`src/rtl/bmma_pkg.sv`:
```
// ----------------------------------------------------------------------------
// bmma_pkg
// Shared types, codes and defaults of the block multiply-accumulate core.
// ----------------------------------------------------------------------------
package bmma_pkg;

    localparam int DEF_MAX_ROWS  = 16;
    localparam int DEF_MAX_COLS  = 16;
    localparam int DEF_MAX_INNER = 16;

    localparam int CMD_W   = 3;
    localparam int IDX_W   = 4;
    localparam int DATA_W  = 32;
    localparam int DIM_W   = 5;
    localparam int REG_IDX_W = 2;
    localparam int ACC_W   = 64;
    localparam int FRAC_W  = 16;

    localparam logic [CMD_W-1:0] CMD_LOAD_A = 3'd0;
    localparam logic [CMD_W-1:0] CMD_LOAD_B = 3'd1;
    localparam logic [CMD_W-1:0] CMD_LOAD_C = 3'd2;
    localparam logic [CMD_W-1:0] CMD_MAC    = 3'd3;
    localparam logic [CMD_W-1:0] CMD_READ_C = 3'd4;

    localparam logic KIND_DONE = 1'b0;
    localparam logic KIND_READ = 1'b1;

    localparam logic [REG_IDX_W-1:0] REG_ROWS  = 2'd0;
    localparam logic [REG_IDX_W-1:0] REG_COLS  = 2'd1;
    localparam logic [REG_IDX_W-1:0] REG_INNER = 2'd2;

    localparam logic [DIM_W-1:0] DIM_RESET = 5'd16;

    typedef struct packed {
        logic load_a;
        logic load_b;
        logic load_c;
        logic rd_c;
        logic mac_issue;
        logic mac_first;
        logic mac_last;
        logic out_mult;
        logic out_read;
    } ctrl_cmd_t;

    typedef struct packed {
        logic pipe_busy;
        logic out_free;
    } dp_status_t;

endpackage

```
`src/rtl/bmma_ctrl.sv`:
```
// ----------------------------------------------------------------------------
// bmma_ctrl
// Command sequencer: configuration registers, request decode and the
// row/column/inner walk of the multiply.
// ----------------------------------------------------------------------------
module bmma_ctrl #(
    parameter int MAX_ROWS  = bmma_pkg::DEF_MAX_ROWS,
    parameter int MAX_COLS  = bmma_pkg::DEF_MAX_COLS,
    parameter int MAX_INNER = bmma_pkg::DEF_MAX_INNER,
    parameter int RW  = (MAX_ROWS  > 1) ? $clog2(MAX_ROWS)  : 1,
    parameter int CW  = (MAX_COLS  > 1) ? $clog2(MAX_COLS)  : 1,
    parameter int KW  = (MAX_INNER > 1) ? $clog2(MAX_INNER) : 1
) (
    input  logic                              clk,
    input  logic                              rst_n,
    input  logic                              cfg_valid,
    output logic                              cfg_ready,
    input  logic [bmma_pkg::REG_IDX_W-1:0]    cfg_index,
    input  logic [bmma_pkg::DIM_W-1:0]        cfg_data,
    input  logic                              in_valid,
    output logic                              in_stall,
    input  logic [bmma_pkg::CMD_W-1:0]        cmd,
    input  bmma_pkg::dp_status_t              status,
    output bmma_pkg::ctrl_cmd_t               ctrl,
    output logic [RW-1:0]                     mac_i,
    output logic [CW-1:0]                     mac_j,
    output logic [KW-1:0]                     mac_k
);

    localparam int NRW = $clog2(MAX_ROWS + 1);
    localparam int NCW = $clog2(MAX_COLS + 1);
    localparam int NKW = $clog2(MAX_INNER + 1);

    localparam logic [2:0] ST_IDLE  = 3'd0;
    localparam logic [2:0] ST_READ  = 3'd1;
    localparam logic [2:0] ST_MAC   = 3'd2;
    localparam logic [2:0] ST_DRAIN = 3'd3;
    localparam logic [2:0] ST_DONE  = 3'd4;

    logic [2:0] state_reg, state_next;
    logic [bmma_pkg::DIM_W-1:0] rows_reg, cols_reg, inner_reg;
    logic [RW-1:0] i_reg, i_next;
    logic [CW-1:0] j_reg, j_next;
    logic [KW-1:0] k_reg, k_next;
    logic [NRW-1:0] nr;
    logic [NCW-1:0] nc;
    logic [NKW-1:0] nk;
    logic accept, last_i, last_j, last_k, empty;

    assign cfg_ready = 1'b1;
    assign in_stall  = (state_reg != ST_IDLE);
    assign accept    = in_valid && !in_stall;

    assign nr = (32'(rows_reg)  > MAX_ROWS)  ? NRW'(MAX_ROWS)  : NRW'(rows_reg);
    assign nc = (32'(cols_reg)  > MAX_COLS)  ? NCW'(MAX_COLS)  : NCW'(cols_reg);
    assign nk = (32'(inner_reg) > MAX_INNER) ? NKW'(MAX_INNER) : NKW'(inner_reg);
    assign empty = (nr == '0) || (nc == '0) || (nk == '0);

    assign last_i = (NRW'(i_reg) + NRW'(1)) == nr;
    assign last_j = (NCW'(j_reg) + NCW'(1)) == nc;
    assign last_k = (NKW'(k_reg) + NKW'(1)) == nk;

    assign mac_i = i_reg;
    assign mac_j = j_reg;
    assign mac_k = k_reg;

    always_ff @(posedge clk or negedge rst_n)
    begin
        if (!rst_n)
        begin
            rows_reg  <= bmma_pkg::DIM_RESET;
            cols_reg  <= bmma_pkg::DIM_RESET;
            inner_reg <= bmma_pkg::DIM_RESET;
        end
        else if (cfg_valid)
        begin
            unique case (cfg_index)
                bmma_pkg::REG_ROWS:  rows_reg  <= cfg_data;
                bmma_pkg::REG_COLS:  cols_reg  <= cfg_data;
                bmma_pkg::REG_INNER: inner_reg <= cfg_data;
                default: ;
            endcase
        end
    end

    always_comb
    begin
        state_next = state_reg;
        i_next     = i_reg;
        j_next     = j_reg;
        k_next     = k_reg;
        ctrl       = '0;
        unique case (state_reg)
            ST_IDLE:
            begin
                if (accept)
                begin
                    unique case (cmd)
                        bmma_pkg::CMD_LOAD_A: ctrl.load_a = 1'b1;
                        bmma_pkg::CMD_LOAD_B: ctrl.load_b = 1'b1;
                        bmma_pkg::CMD_LOAD_C: ctrl.load_c = 1'b1;
                        bmma_pkg::CMD_MAC:
                        begin
                            i_next = '0;
                            j_next = '0;
                            k_next = '0;
                            state_next = empty ? ST_DONE : ST_MAC;
                        end
                        bmma_pkg::CMD_READ_C:
                        begin
                            ctrl.rd_c  = 1'b1;
                            state_next = ST_READ;
                        end
                        default: ;
                    endcase
                end
            end
            ST_READ:
            begin
                if (status.out_free)
                begin
                    ctrl.out_read = 1'b1;
                    state_next    = ST_IDLE;
                end
            end
            ST_MAC:
            begin
                ctrl.mac_issue = 1'b1;
                ctrl.mac_first = (k_reg == '0);
                ctrl.mac_last  = last_k;
                if (!last_k)
                begin
                    k_next = k_reg + KW'(1);
                end
                else
                begin
                    k_next = '0;
                    if (!last_j)
                    begin
                        j_next = j_reg + CW'(1);
                    end
                    else
                    begin
                        j_next = '0;
                        if (!last_i)
                        begin
                            i_next = i_reg + RW'(1);
                        end
                        else
                        begin
                            state_next = ST_DRAIN;
                        end
                    end
                end
            end
            ST_DRAIN:
            begin
                if (!status.pipe_busy)
                begin
                    state_next = ST_DONE;
                end
            end
            ST_DONE:
            begin
                if (status.out_free)
                begin
                    ctrl.out_mult = 1'b1;
                    state_next    = ST_IDLE;
                end
            end
            default: state_next = ST_IDLE;
        endcase
    end

    always_ff @(posedge clk or negedge rst_n)
    begin
        if (!rst_n)
        begin
            state_reg <= ST_IDLE;
            i_reg     <= '0;
            j_reg     <= '0;
            k_reg     <= '0;
        end
        else
        begin
            state_reg <= state_next;
            i_reg     <= i_next;
            j_reg     <= j_next;
            k_reg     <= k_next;
        end
    end

endmodule

```
`config.mk`:
```
export PLATFORM = sky130hd
export DESIGN_NAME = bmma_ctrl
export DESIGN_NICKNAME = d
export VERILOG_FILES = /design/src/rtl/bmma_pkg.sv /design/src/rtl/bmma_ctrl.sv
export SDC_FILE = /design/constraint.sdc
export NUM_CORES = 1
export LEC_CHECK = 0
export BUFFER_PORTS_ARGS = -buffer_cell sky130_fd_sc_hd__buf_4
export CAP_MARGIN = 40
export CORE_MARGIN = 2
export CORE_UTILIZATION = 50
export DETAILED_ROUTE_END_ITERATION = 16
export PLACE_DENSITY = 0.83
export SYNTH_ARGS = -nofsm -noshare
export SYNTH_HDL_FRONTEND = slang
export SYNTH_SLANG_ARGS = --single-unit
```
`constraint.sdc`:
```
create_clock -name clk -period 3.1 [get_ports clk]
set_clock_uncertainty 0.15 [all_clocks]
set_input_delay 0.155 -clock clk [delete_from_list [all_inputs] [get_ports clk]]
set_output_delay 0.155 -clock clk [all_outputs]
set_load 0.1 [all_outputs]
```
* After elaboration in Yosys (flattened, before gate mapping)
Cells that the tools add are included.
** Storage, ports and cells
- Word-level logic and storage cells :: 92
- Bits of input ports :: 16
- Register bits after elaboration :: 30
** Operators by class
- Equal/unequal tests :: 22
- Reduce and logical (&&, ||, !) cells :: 21
- $add $sub $neg :: 6
- Multiplexer cells :: 33
- $lt $le $gt $ge :: 3
** Operator list (number)
- $mux W4 :: 10
- $mux W3 :: 8
- $pmux W4 S2 :: 3
- $add A4 B1 Y5 const B :: 3
- $eq A5 B5 Y1 :: 3
- $gt A5 B5 Y1 const B :: 3
- $logic_not A5 Y1 :: 3
- $mux W5 :: 3
- $add A4 B1 Y4 const B :: 3
- $eq A3 B2 Y1 const B :: 4
- $ne A2 B2 Y1 const B :: 6
- $pmux W3 S4 :: 1
- $mux W1 :: 7
- $reduce_and A7 Y1 :: 1
- $eq A3 B1 Y1 const B :: 2
- $eq A3 B3 Y1 const B :: 2
- $logic_not A3 Y1 :: 2
- $pmux W3 S2 :: 1
- $reduce_and A2 Y1 :: 3
- $reduce_and A6 Y1 :: 1
- $logic_not A4 Y1 :: 1
- $ne A2 B1 Y1 const B :: 2
- $reduce_and A4 Y1 :: 1
- $ne A3 B1 Y1 const B :: 1
- 10 further kinds :: 11

* Logic depth before layout (Yosys ltp)
Gate-level depths: netlist of the first run.
- Word-level depth :: 9
- Depth in mapped cells :: 8

* Worst setup path after synthesis of the first run
Ideal clock, no wire load.
- Path kind :: flip-flop to output port
- From :: register state_reg[1]
- To :: output ctrl[6] in the netlist's numbering
- Data arrival time :: 4.890 ns
- Slack :: -2.095 ns
- Cell stages (with the launch flop) :: 5
- Cell sequence :: dfrtp_1 clkbuf_1 or3_1 or2_2 nor4b_1
** RTL lines
- from (decl) :: RTL line bmma_ctrl.sv:40 : logic [2:0] state_reg, state_next;
- from (signal assigned) :: RTL line bmma_ctrl.sv:186 : state_reg <= state_next;
- to (decl) :: RTL line bmma_ctrl.sv:24 : output bmma_pkg::ctrl_cmd_t ctrl,

==> flow_metrics.py, run 1 <==
metrics = {
    "clocking": {
        "cts_root_buf": "clkbuf_8",
        "cts.hold.buffers_added": 7,
        "cts.repair.resized": 0,
        "htree_levels": 2,
        "clock-sinks": 30,
        "cts_made_buffers": 5,
        "clk_path_buf_depth": 2,
        "clk_pin_slew_ns": 0.06,
        "cts_setup_buffers": 0,
        "clk_latency_ns": 0.29,
        "cts_tree": "yes",
    },
    "grt": {
        "antenna_found_initial": 0,
        "overflow": 0,
        "grt_max_degree": 31,
        "track_usage_pct": 21.5,
        "grt_pass1_vias": 1565,
        "grt_pass1_wl_um": 7050,
    },
    "worst_setup_path": {
        "worst-setup-path-type": "reg2out",
        "startpoint_type": "flop",
        "required_ns": 2.79,
        "crit_path_end_kind": "output pin",
        "arrival_ns": 2.32,
        "cp_max_fo": 9,
    },
    "sta": {
        "fin_setup_tns_ns": 0,
        "rsz0062_at_grt": "no",
        "fin_crit_sh_pct": 84.8,
        "drv_slew": 0,
        "setup_viol_count_final": 0,
        "setup_ws_ns": 0.470,
        "tightest_slew_ns": 0.741,
        "clock.fmax_mhz": 380,
        "final_hold_viol_count": 0,
        "period_minus_slack_ns": 2.63,
        "hold_ws_ns": 0.0773,
        "slew_headroom_pct": 50.5,
    },
    "power": {
        "peakVddDrop_v": 0.000740,
        "p_per_area_mw_per_mm2": 902,
        "leakagePower_nw": 1.09,
    },
    "placement": {
        "dp_hpwl_um": 3160,
        "finalWeightedCongestion": 0.780,
        "dp.cells": 284,
        "io_buffers": 37,
        "dp_slack_ns": 0.578,
    },
    "final_layout": {
        "synthToLayoutAreaGrowth_pct": 27.3,
        "final_util_pct": 67.6,
        "nNetsFinal": 270,
        "fillers": 315,
        "layout_common_cells": "38 x buf_4, 26 x dfrtp_1, 15 x nand2_1, 15 x mux2_2, 13 x o21ai_0",
        "layout-drive-gt1-share_pct": 34.3,
        "antennaDiodeCount": 0,
        "layout_commonest_cell": "buf_4",
        "instances_no_fill": 299,
    },
    "die": {
        "ios": 39,
        "initial_core_util_pct": 53.1,
        "dieHeight_um": 67.1,
        "rows": 22,
        "die-area_sq_mm": 0.00450,
        "core_area_sq_mm": 0.00374,
        "die_w_um": 67.1,
    },
    "yosys": {
        "syn_avg_cell_area_sq_um": 9.84,
        "synth-seq-area-share_pct": 37.9,
        "ys_seq_elements": 30,
        "synth_area_sq_mm": 0.00199,
        "syn-num-nets": 222,
        "synthCells": 202,
        "synth-edff-count": 0,
        "yosysUniqueCellTypes": 60,
        "ys_dominant_reg_cell": "dfrtp_1",
        "yosysWarnings": 0,
        "async_reset_ff_share_pct": 100,
    },
    "status": {
        "status": "completed",
    },
    "routing": {
        "remaining_drc_errors": 0,
        "avgRoutedWirePerCell_um": 14.1,
        "drtIter0Drc": 74,
        "via_per_inst": 5.70,
        "drt_pass1_iterations": 4,
        "postRouteAntennaNets": 0,
        "route.vias.total": 1704,
        "wl_um": 4230,
    },
    "run": {
        "cap_violations": 0,
    },
    "min_path": {
        "hold_path_class": "in2reg",
    },
}
==> routing by layer <==
metal | global-route usage (%) | vias up | part of all wire [%]
met5 | 0 | - | 0
met4 | 8.93 | 0 | 1.8
met3 | 5.41 | 8 | 5.3
met2 | 35.4 | 48 | 47
met1 | 26.5 | 792 | 46
li1 | - | 856 | -
==> stage by stage <==
stage | total power [W] | cell area [sq um]
final | 0.00228 | 2530
after global routing | 0.00240 | 2530
after CTS | 0.00229 | 2530
after detailed placement | 0.00195 | 2370
after global placement | 0.00193 | 2370
after floorplan | 0.00168 | 2040
==> path summary, 6_finish.rpt <==
check	startpoint	endpoint	slack, ns	cells past startpoint
setup / recovery	mac_k[0]	ctrl[2]	0.47	8
hold / removal	cfg_index[0]	rows_reg[4]	0.08	4
setup reg to reg	mac_j[0]	mac_i[3]	0.56	7
hold reg to reg	rows_reg[3]	rows_reg[3]	0.37	1
max in group asynchronous	rst_n	rows_reg[4]	2.31	2
min in group asynchronous	rst_n	mac_j[3]	0.17	2
==> synthesized netlist by cell type, drive strengths merged (2+ instances only) <==
cell type	number	area (sq um)
or3	2	17.5
nor3	4	20.0
nor2b	3	18.8
and4	2	20.0
ha	4	50.1
a21oi	6	30.0
nand3	4	25.0
a211oi	2	20.0
a21o	2	15.0
nand2b	6	37.5
xor2	2	17.5
a31oi	3	18.8
o221a	2	22.5
xnor2	5	51.3
inv	9	33.8
buf	2	12.5
nor2	14	52.6
xnor3	2	46.3
o21a	2	15.0
nor3b	2	15.0
dfrtp	27	676
o21ai	15	75.1
o22ai	2	12.5
nand2	15	56.3
nand3b	5	37.5
clkbuf	2	7.51
and3	6	37.5
nor4b	6	52.6
mux2	15	169
or2	3	18.8
o211ai	4	35.0
or4	4	33.8
dfstp	3	78.8
==> where the power goes <==
part	internal, W	switching (W)
registers	0.000502	0.000155
clock network	0.000179	0.000148
logic	0.000408	0.000890
==> critical path, cell delays in order (launching register included) <==
cell      delay [ns]
dfrtp_1         0.47
inv_1           0.08
ha_1            0.28
inv_1           0.06
a211oi_1        0.23
o211ai_1        0.17
or2_2           0.36
nor2_4          0.09
buf_4           0.29
==> cell type report <==
type                            instances  area (sq um)  share of cell area [%]
Multi-Input combinational cell        159          1230                    48.8
Sequential cell                        30           756                    29.9
Timing Repair Buffer                   45           355                    14.0
Clock buffer                            7          86.3                    3.41
Tap cell                               48          60.1                    2.37
Inverter                                9          33.8                    1.34
Clock inverter                          1          5.00                   0.198
==> kinds of logic after synthesis <==
kind of cell             count (synthesis)  share of synthesized area, %
AO/OA/AOI/OAI                           47                          17.1
other                                    1                         0.189
buffers and inverters                   13                          2.71
XOR/XNOR                                 9                          5.79
AND/OR/NAND/NOR                         82                          24.8
multiplexers                            16                          9.00
flip-flops                              30                          37.9
adder cells (fa/ha/maj)                  4                          2.52
Note: power is estimated with default switching activity, not from simulation.
==> inputs of run 2 (changes only) <==
Settings changed: PLACE_DENSITY 0.83 to 0.86.
Clock period 3.1 ns to 2.2 ns, I/O delays scaled along.
==> flow_metrics.py, run 2 (synthesis gave the netlist of run 1 again) <==
metrics = {
    "status": {
        "status": "finished with violations",
        "violations": "negative setup slack",
    },
    "die": {
        "dieHeight_um": 67.1,
        "core_area_sq_mm": 0.00374,
        "initial_core_util_pct": 53.1,
        "die_w_um": 67.1,
        "ios": 39,
        "rows": 22,
        "die-area_sq_mm": 0.00450,
    },
    "placement": {
        "dp.cells": 310,
        "io_buffers": 37,
        "finalWeightedCongestion": 0.834,
        "dp_hpwl_um": 3890,
    },
    "final_layout": {
        "instances_no_fill": 328,
        "seq_area_sq_um": 782,
        "fillers": 258,
        "antennaDiodeCount": 0,
        "nNetsFinal": 299,
        "layout-drive-gt1-share_pct": 53.6,
        "multi_input_area_sq_mm": 0.00142,
        "layout_common_cells": "62 x buf_4, 15 x dfrtp_1, 14 x mux2_2, 14 x nand2_1, 11 x nor2_1",
        "synthToLayoutAreaGrowth_pct": 50.5,
        "layout_commonest_cell": "buf_4",
    },
    "power": {
        "p_per_area_mw_per_mm2": 1290,
        "p_int_w": 0.00195,
        "peakVddDrop_v": 0.000826,
        "clockPowerShare_pct": 12.0,
        "seq_power_share_pct": 24.1,
        "switching_share_pct": 49.6,
        "power_switching_w": 0.00192,
        "leakagePower_nw": 1.26,
        "pwr-share-comb_pct": 63.8,
    },
    "grt": {
        "grt_pass1_wl_um": 8730,
        "grt_max_degree": 31,
        "antenna_found_initial": 0,
        "track_usage_pct": 25.9,
        "overflow": 0,
        "grt_pass1_vias": 1848,
    },
    "clocking": {
        "clk_latency_ns": 0.27,
        "htree_levels": 2,
        "cts_tree": "yes",
        "clk_pin_slew_ns": 0.07,
        "clk_path_buf_depth": 2,
        "clock-sinks": 30,
        "cts_root_buf": "clkbuf_8",
        "cts_made_buffers": 5,
    },
    "worst_setup_path": {
        "startpoint_type": "flop",
        "arrival_ns": 2.37,
        "cp_max_fo": 4,
        "worst-setup-path-type": "reg2reg",
        "required_ns": 2.25,
        "crit_path_end_kind": "flop",
    },
    "routing": {
        "route.vias.total": 1895,
        "remaining_drc_errors": 0,
        "postRouteAntennaNets": 0,
        "drtIter0Drc": 104,
        "via_per_inst": 5.78,
        "drt_pass1_iterations": 4,
        "avgRoutedWirePerCell_um": 16.2,
        "wl_um": 5300,
    },
    "run": {
        "cap_violations": 0,
    },
    "sta": {
        "rsz0062_at_grt": "yes",
        "period_minus_slack_ns": 2.32,
        "drv_slew": 0,
        "setup_viol_count_final": 7,
        "final_hold_viol_count": 0,
        "clock.fmax_mhz": 430,
        "fin_crit_sh_pct": 106,
        "hold_ws_ns": 0.119,
        "setup_ws_ns": -0.124,
    },
    "min_path": {
        "hold_path_class": "in2reg",
    },
}
-- run 2: cell types whose count changed in the layout (fill, tap and decap cells not counted), sizes merged --
cell      delta
buf         +29
clkbuf       -1
clkinvlp     +1
-- run 2: layer usage --
layer / share of wire [%] / vias up / global-route usage (%) / wire [um]
met5: 0 / - / 0 / 0
met4: 0.32 / 0 / 2.30 / 17
met3: 3.9 / 2 / 4.56 / 207
met2: 53 / 46 / 47.4 / 2790
met1: 43 / 932 / 32.7 / 2290
li1: - / 915 / - / -
-- run 2: power groups by stage --
| stage | Clock (W) | Combinational (W) | Sequential (W) |
|---|---|---|---|
| 2_1_floorplan | 0 | 0.00100 | 0.00159 |
| 3_3_place_gp | 0 | 0.00225 | 0.000924 |
| 3_5_place_dp | 0 | 0.00230 | 0.000934 |
| 4_1_cts | 0.000470 | 0.00243 | 0.000927 |
| 5_1_grt | 0.000500 | 0.00260 | 0.000958 |
| 6_report | 0.000465 | 0.00247 | 0.000933 |
-- run 2: layout make-up --
type,count,share of cell area (%)
clock buffers,6,2.76
clock inverters,2,0.418
inverters,9,1.30
multi-input cells,159,47.3
flip-flops and latches,30,26.1
well taps,48,2.01
repair buffers,74,20.1
-- run 2: worst max-delay path, cell delays in order (launching register included) --
cell and delay, ns:
dfrtp_4 0.49, ha_4 0.27, inv_2 0.05, a211oi_4 0.24, o2111ai_4 0.16, or3_4 0.39
or4_4 0.42, o211ai_2 0.07
-- run 2: final timing paths --
check                             start           end  slack (ns)  depth (start not counted)
min in group asynchronous         rst_n      mac_j[0]        0.15                          2
max reg2reg                    mac_j[0]      mac_i[3]       -0.12                          7
min reg2reg                inner_reg[2]  inner_reg[2]        0.38                          1
max                            mac_j[0]      mac_i[3]       -0.12                          7
max in group asynchronous         rst_n  inner_reg[4]        1.43                          2
min                        cfg_index[0]   rows_reg[4]        0.12                          5
-- run 2: through the flow --
stage                     total power, W  setup WS [ns]  TNS, ns  area, sq um  utilization (%)
after CTS                        0.00383         -0.133   -0.441         2970             79.4
after global routing             0.00405         -0.196    -1.35         2990             79.9
after global placement           0.00318        -0.0933   -0.173         2720             72.7
after floorplan                  0.00259         -0.618    -4.23         2210                -
final                            0.00386         -0.124   -0.427         2990             79.9
after detailed placement         0.00324         -0.147   -0.397         2720             72.7
-- run 2: timing repair --
action,in CTS,in global routing
setup endpoints to repair,10,15
hold endpoints to repair,46,0
resized for setup,15,5
hold buffers,7,0
buffers inserted,2,1
pin swaps,8,6
